[src/pdhfc_pkg.sv]
`timescale 1ns / 1ps

package pdhfc_pkg;

	// Field widths
	localparam int unsigned HEAD_W  = 12;
	localparam int unsigned ERR_W   = 12;
	localparam int unsigned DERIV_W = 13;
	localparam int unsigned REG_W   = 16;
	localparam int unsigned CFG_IDX_W = 3;

	// Packed stream widths (whole bytes)
	localparam int unsigned S_TDATA_W = 24;
	localparam int unsigned M_TDATA_W = 48;

	// Heading wrap limits in tenths of a degree
	localparam logic signed [DERIV_W-1:0] WRAP_HALF = 13'sd1800;
	localparam logic signed [DERIV_W-1:0] WRAP_FULL = 13'sd3600;

	// PWM counter top
	localparam logic [REG_W-1:0] PWM_TOP = 16'hFFFF;

	// Register reset values
	localparam logic [REG_W-1:0] CENTER_RST = 16'd2765;
	localparam logic [REG_W-1:0] MIN_RST    = 16'd2028;
	localparam logic [REG_W-1:0] MAX_RST    = 16'd3502;
	localparam logic [REG_W-1:0] KP_RST     = 16'd384;   // 1.5 in Q8.8
	localparam logic [REG_W-1:0] KD_RST     = 16'd17920; // 70.0 in Q8.8

	// Configuration register map
	typedef enum logic [CFG_IDX_W-1:0] {
		REG_CENTER_WIDTH = 3'd0,
		REG_MIN_WIDTH    = 3'd1,
		REG_MAX_WIDTH    = 3'd2,
		REG_PROP_GAIN    = 3'd3,
		REG_DERIV_GAIN   = 3'd4
	} cfg_reg_t;

endpackage

[src/pd_heading_fan_controller_unit.sv]
`timescale 1ns / 1ps

// PD heading controller for a fan drive.
// Input stream (s_axis_*): one transaction carries a measured and a desired
// heading in tenths of a degree. Output stream (m_axis_*): one transaction per
// input carries the clamped pulse width, its PWM compare value and the wrapped
// heading error. The configuration channel (cfg_*) writes the center width,
// clamp limits and the two Q8.8 gains; cfg_ready is always high and writes are
// expected only while no sample is in flight.
// Two register stages (input, result): a sample is captured in the input
// register, then moves to the result register and from there onto m_axis.
// Throughput: one sample per cycle while m_axis_tready is high. The error
// wrap, both gain multiplies, the sum, truncation and clamp all sit between
// the input and result registers, so nothing iterates.
// When the receiver stalls, the result register holds its transaction and the
// input stage behind it fills up; s_axis_tready falls only once both stages
// hold a sample, and the pipe moves again in the cycle m_axis_tready returns.
// Reset clears all valid flags and the stored previous error, and loads the
// configuration registers with their default values.
module pd_heading_fan_controller_unit (
	input  logic                                   clk,
	input  logic                                   arst_n,
	// Configuration write channel
	input  logic                                   cfg_valid,
	output logic                                   cfg_ready,
	input  logic [pdhfc_pkg::CFG_IDX_W-1:0]        cfg_index,
	input  logic [pdhfc_pkg::REG_W-1:0]            cfg_data,
	// Sample input stream
	input  logic                                   s_axis_tvalid,
	output logic                                   s_axis_tready,
	// [11:0] measured_heading, [23:12] desired_heading
	input  logic [pdhfc_pkg::S_TDATA_W-1:0]        s_axis_tdata,
	// Result output stream
	output logic                                   m_axis_tvalid,
	input  logic                                   m_axis_tready,
	// [15:0] pulse_width, [31:16] compare_value, [43:32] wrapped_error, rest zero
	output logic [pdhfc_pkg::M_TDATA_W-1:0]        m_axis_tdata
);

	import pdhfc_pkg::*;

	// Configuration registers
	logic [REG_W-1:0] center_q, min_q, max_q, kp_q, kd_q;

	// Pipeline state
	logic                      v_s1, out_v_q;
	logic [HEAD_W-1:0]         meas_s1, want_s1;
	logic signed [ERR_W-1:0]   last_error_q;
	logic [REG_W-1:0]          pw_q;
	logic signed [ERR_W-1:0]   err_q;

	// Handshake chain
	logic out_load, s1_free;

	// Error wrap and products
	logic signed [DERIV_W-1:0] diff, diff_wrap, deriv;
	logic signed [ERR_W-1:0]   err;
	logic signed [28:0]        pprod;
	logic signed [29:0]        dprod;

	// Sum and clamp
	logic signed [31:0]        acc;
	logic signed [23:0]        acc_floor;
	logic signed [24:0]        pw_trunc;
	logic signed [24:0]        max_ext, min_ext;
	logic [REG_W-1:0]          pw_sat;

	// Pipeline advance: the input stage moves when the result register frees up
	assign out_load      = v_s1 & (~out_v_q | m_axis_tready);
	assign s1_free       = ~v_s1 | out_load;
	assign s_axis_tready = s1_free;
	assign cfg_ready     = 1'b1;

	// Configuration writes
	always_ff @(posedge clk or negedge arst_n) begin
		if (!arst_n) begin
			center_q <= CENTER_RST;
			min_q    <= MIN_RST;
			max_q    <= MAX_RST;
			kp_q     <= KP_RST;
			kd_q     <= KD_RST;
		end else if (cfg_valid) begin
			case (cfg_reg_t'(cfg_index))
				REG_CENTER_WIDTH: center_q <= cfg_data;
				REG_MIN_WIDTH:    min_q    <= cfg_data;
				REG_MAX_WIDTH:    max_q    <= cfg_data;
				REG_PROP_GAIN:    kp_q     <= cfg_data;
				REG_DERIV_GAIN:   kd_q     <= cfg_data;
				default: ;
			endcase
		end
	end

	// Valid flags and stored error
	always_ff @(posedge clk or negedge arst_n) begin
		if (!arst_n) begin
			v_s1         <= 1'b0;
			out_v_q      <= 1'b0;
			last_error_q <= '0;
		end else begin
			if (s1_free) begin
				v_s1 <= s_axis_tvalid;
			end
			if (out_load) begin
				out_v_q <= 1'b1;
			end else if (m_axis_tready) begin
				out_v_q <= 1'b0;
			end
			if (out_load) begin
				last_error_q <= err;
			end
		end
	end

	// Input register
	always_ff @(posedge clk) begin
		if (s_axis_tvalid && s1_free) begin
			meas_s1 <= s_axis_tdata[HEAD_W-1:0];
			want_s1 <= s_axis_tdata[2*HEAD_W-1:HEAD_W];
		end
	end

	// Error wrap, derivative and gain products
	always_comb begin
		diff = $signed({1'b0, want_s1}) - $signed({1'b0, meas_s1});
		if (diff > WRAP_HALF) begin
			diff_wrap = diff - WRAP_FULL;
		end else if (diff < -WRAP_HALF) begin
			diff_wrap = diff + WRAP_FULL;
		end else begin
			diff_wrap = diff;
		end
		err   = diff_wrap[ERR_W-1:0];
		deriv = $signed({err[ERR_W-1], err}) - $signed({last_error_q[ERR_W-1], last_error_q});
		pprod = $signed({1'b0, kp_q}) * err;
		dprod = $signed({1'b0, kd_q}) * deriv;
	end

	// Sum, truncate toward zero, clamp
	always_comb begin
		acc = $signed({8'b0, center_q, 8'b0})
		    + $signed({{3{pprod[28]}}, pprod})
		    + $signed({{2{dprod[29]}}, dprod});
		acc_floor = acc[31:8];
		if (acc[31] && (acc[7:0] != 8'd0)) begin
			pw_trunc = $signed({acc_floor[23], acc_floor}) + 25'sd1;
		end else begin
			pw_trunc = $signed({acc_floor[23], acc_floor});
		end
		max_ext = $signed({9'b0, max_q});
		min_ext = $signed({9'b0, min_q});
		if (pw_trunc > max_ext) begin
			pw_sat = max_q;
		end else if (pw_trunc < min_ext) begin
			pw_sat = min_q;
		end else begin
			pw_sat = pw_trunc[REG_W-1:0];
		end
	end

	// Result register
	always_ff @(posedge clk) begin
		if (out_load) begin
			pw_q  <= pw_sat;
			err_q <= err;
		end
	end

	assign m_axis_tvalid = out_v_q;
	assign m_axis_tdata  = {4'b0, err_q, PWM_TOP - pw_q, pw_q};

`ifndef SYNTHESIS
	// Input side only stalls when stage 1 holds a sample
	a_stall_has_data: assert property (@(posedge clk) disable iff (!arst_n)
		!s_axis_tready |-> v_s1)
		else $error("input stalled with empty first stage");

	// Wrapped error of the held sample stays within the half circle
	a_err_range: assert property (@(posedge clk) disable iff (!arst_n)
		v_s1 |-> (err <= 12'sd1800) && (err >= -12'sd1800))
		else $error("wrapped error out of range");

	// Stored error follows the sample that just left stage 1
	a_last_error: assert property (@(posedge clk) disable iff (!arst_n)
		out_load |=> last_error_q == $past(err))
		else $error("previous error not stored");

	// A stalled result is not overwritten
	a_hold_result: assert property (@(posedge clk) disable iff (!arst_n)
		(m_axis_tvalid && !m_axis_tready) |=> m_axis_tvalid && $stable(pw_q)
			&& $stable(err_q))
		else $error("stalled result changed");
`endif

endmodule
[config.mk]
export PLATFORM = sky130hd
export DESIGN_NAME = pd_heading_fan_controller_unit
export DESIGN_NICKNAME = d
export VERILOG_FILES = /design/src/pdhfc_pkg.sv /design/src/pd_heading_fan_controller_unit.sv
export SDC_FILE = /design/constraint.sdc
export NUM_CORES = 1
export LEC_CHECK = 0
export CAP_MARGIN = 10
export CORE_MARGIN = 4
export CORE_UTILIZATION = 58
export DETAILED_ROUTE_END_ITERATION = 12
export DONT_BUFFER_PORTS = 1
export GPL_TIMING_DRIVEN = 1
export MAX_ROUTING_LAYER = met4
export PLACE_DENSITY = 0.74
export SYNTH_ARGS = -nofsm -noshare
export SYNTH_HDL_FRONTEND = slang
export SYNTH_SLANG_ARGS = --single-unit
export TNS_END_PERCENT = 1
[constraint.sdc]
create_clock -name clk -period 16.78 [get_ports clk]
set_input_delay 0 -clock clk [delete_from_list [all_inputs] [get_ports clk]]
set_output_delay 0 -clock clk [all_outputs]
set_load 0.1 [all_outputs]
==> results.py <==
metrics = {
    "floorplan": {
        "design.core.area_um2": 38600,
        "die_h_um": 205,
        "dieWidth_um": 205,
        "io_pins": 99,
        "start_util": 0.586,
        "fp.dieArea_um2": 42200,
        "rows": 72,
    },
    "clock_tree": {
        "worstSkewPairLatency_ns": 0.49,
        "cts_setup_buffers": 0,
        "cts_sinks": 146,
        "htreeDepth": 4,
        "cts_made_buffers": 17,
        "cts_root_buffer": "clkbuf_16",
        "cts_tree": "yes",
        "path_clk_slew_ns": 0.07,
        "clk_path_buf_depth": 2,
    },
    "critical_path": {
        "critPathKind": "reg2reg",
        "path_buf_inv": 10,
        "r2r-end": "pw_q[4]",
        "startpoint_type": "flop",
        "crit_cells": 62,
        "max_stage_delay_ns": 0.74,
        "reg2reg_depth": 62,
        "crit_path_end_kind": "flop",
        "required_ns": 17.02,
        "critPathTopFamily": "adder cells",
        "critPathSlowestCell": "a41oi_1",
        "worstReg2RegStart": "meas_s1[1]",
        "critPathArrivalTime_ns": 15.81,
        "crit_fanout": 19,
        "r2r_slack_ns": 1.21,
    },
    "routing": {
        "first_pass_iters": 6,
        "via_count": 16900,
        "drtIter0Drc": 1165,
        "finalWirelength_mm": 60.0,
        "wl_per_cell_um": 20.4,
        "via_per_inst": 5.73,
        "antenna_left": 0,
        "drc": 0,
    },
    "logic_synthesis": {
        "async_flop_share": 0.644,
        "synthesis.area_um2": 22600,
        "ys.flop_type": "dfrtp_1",
        "seq_area_frac_synth": 0.175,
        "syn_area_per_cell_um2": 9.42,
        "synth_cells": 2398,
        "ys_warn_count": 0,
        "synth_edf_count": 52,
        "synth_seq_cells": 146,
        "yosysUniqueCellTypes": 89,
    },
    "min_path": {
        "min_to": "min_q[2]",
        "min_path_type": "in2reg",
        "whs_path_depth": 5,
        "hold_path.startpoint": "cfg_valid",
    },
    "run": {
        "drv_cap": 0,
    },
    "global_route": {
        "grt_overflow": 0,
        "top_usage_layer": "met2",
        "grtUsageMet2": 0.513,
        "antenna_found_initial": 3,
        "grtUsageTotal": 0.312,
        "gr-usage-met1": 0.402,
        "grtUsageMet3": 0.0504,
        "grt_max_degree": 95,
        "grt_pass1_wl_mm": 98.3,
        "grt_pass1_vias": 17800,
    },
    "timing": {
        "tightest_slew_ns": 1.10,
        "relSlewSlack": 0.264,
        "post-route-min-period_ns": 15.57,
        "finalMaxSlewViolations": 0,
        "fin_skew_ns": 0.0111,
        "setup_viol": 0,
        "rsz0062_at_grt": "no",
        "setup-tns-final_ns": 0,
        "finalCritPeriodShare": 0.928,
        "fmax_ghz": 0.0642,
        "finalHoldViolCount": 0,
    },
    "layout": {
        "drive_above_1_share": 0.0780,
        "register_area_um2": 3950,
        "layout_common_cells": "inv_1 (480), fa_1 (364), nand2_1 (329)",
        "area_delta_synth_final_pct": 7.65,
        "fin_nets": 3021,
        "multi_input_area_um2": 16500,
        "fill_cells": 3197,
        "final_common_cell": "inv_1",
    },
    "status": {
        "outcome": "complete, no violations",
    },
    "placed_design": {
        "io_buffers": 0,
        "place.gp.congestion": 0.918,
        "hpwl_mm": 47.6,
    },
}
## final cells by class
class / count / area share
inverters: 481 / 0.0742
clock inverters: 14 / 0.00494
clock buffers: 18 / 0.0181
multi-input cells: 1674 / 0.678
diodes: 1 / 0.000103
flip-flops and latches: 146 / 0.162
well taps: 518 / 0.0266
repair buffers: 91 / 0.0357
## synthesized netlist by cell type, drive strengths merged (9+ instances only)
cell	number	area, um^2
nor2	51	191
nand2	330	1240
inv	480	1800
dfrtp	66	1650
and2	139	872
mux2i	29	290
nand4	11	68.8
mux2	57	642
fa	364	7290
a21oi	50	265
nor4	9	83.8
edfxtp	52	1560
xor2	17	149
nor2b	34	213
ha	198	2480
dfstp	28	736
nand2b	43	274
xnor2	34	298
clkbuf	76	285
a21o	11	82.6
o21ai	96	484
o21a	13	97.6
nand3	24	125
buf	24	148
nor3	18	101
and3	9	57.6
a211oi	12	95.1
## flip-flops by register name, summed over array words and instances (netlist names)
name,count
kd_q,16
m_axis_tvalid,1
max_q,16
pw_q,16
meas_s1,12
last_error_q,12
err_q,12
kp_q,16
v_s1,1
want_s1,12
min_q,16
center_q,16
## worst register-to-register path: cells and delay by family, from the launching register on
kind / cells / cell delay, ns
buffers and inverters: 10 / 1.28
flip-flops: 1 / 0.37
adder cells (fa/ha/maj): 12 / 4.97
AND/OR/NAND/NOR: 14 / 2.83
AO/OA/AOI/OAI: 23 / 4.73
multiplexers: 1 / 0.35
XOR/XNOR: 2 / 0.78
## stage by stage
| stage | util | instances | hold slack (ns) | setup slack (ns) | cell area (um^2) |
|---|---|---|---|---|---|
| after floorplan | - | 2401 | -0.296 | 2.26 | 22600 |
| after global placement | 0.599 | 2844 | -0.290 | 1.64 | 23100 |
| after detailed placement | 0.599 | 2844 | -0.290 | 1.25 | 23100 |
| after CTS | 0.630 | 2939 | 0.0497 | 1.16 | 24300 |
| after global routing | 0.631 | 2942 | 0.0535 | 0.188 | 24300 |
| final | 0.631 | 2943 | 0.0217 | 1.21 | 24300 |
## routing by layer
metal / up-vias / part of all wire
li1: 7550 / -
met1: 8615 / 0.41
met2: 571 / 0.50
met3: 124 / 0.064
met4: 0 / 0.030
met5: - / 0
## worst max-delay path by stage
stage	startpoint	endpoint	slack [ns]
2_1_floorplan	want_s1[1]	pw_q[10]	2.26
3_3_place_gp	meas_s1[1]	pw_q[4]	1.64
3_5_place_dp	want_s1[1]	pw_q[4]	1.25
4_1_cts	want_s1[1]	pw_q[4]	1.16
5_1_grt	meas_s1[1]	pw_q[4]	0.19
6_report	meas_s1[1]	pw_q[4]	1.21
## logic make-up (layout without fill, tap and decap cells)
family,after synthesis,after routing,share of synthesized area
buf+inv,581,604,0.0990
flops,146,146,0.175
simple gates,703,703,0.156
xor+xnor,51,51,0.0198
fa+ha+maj,562,562,0.432
compound gates,267,267,0.0771
other cells,2,6,0.000332
mux,86,86,0.0412
## timing repair
| item | in CTS | in global routing |
|---|---|---|
| hold buffers | 63 | 1 |
| hold endpoints to repair | 202 | 2 |
| gates resized for setup | 0 | 0 |
Power is left out: the tool's default activity adds up to more than one toggle a clock period on the data nets, which glitch-free logic cannot reach.
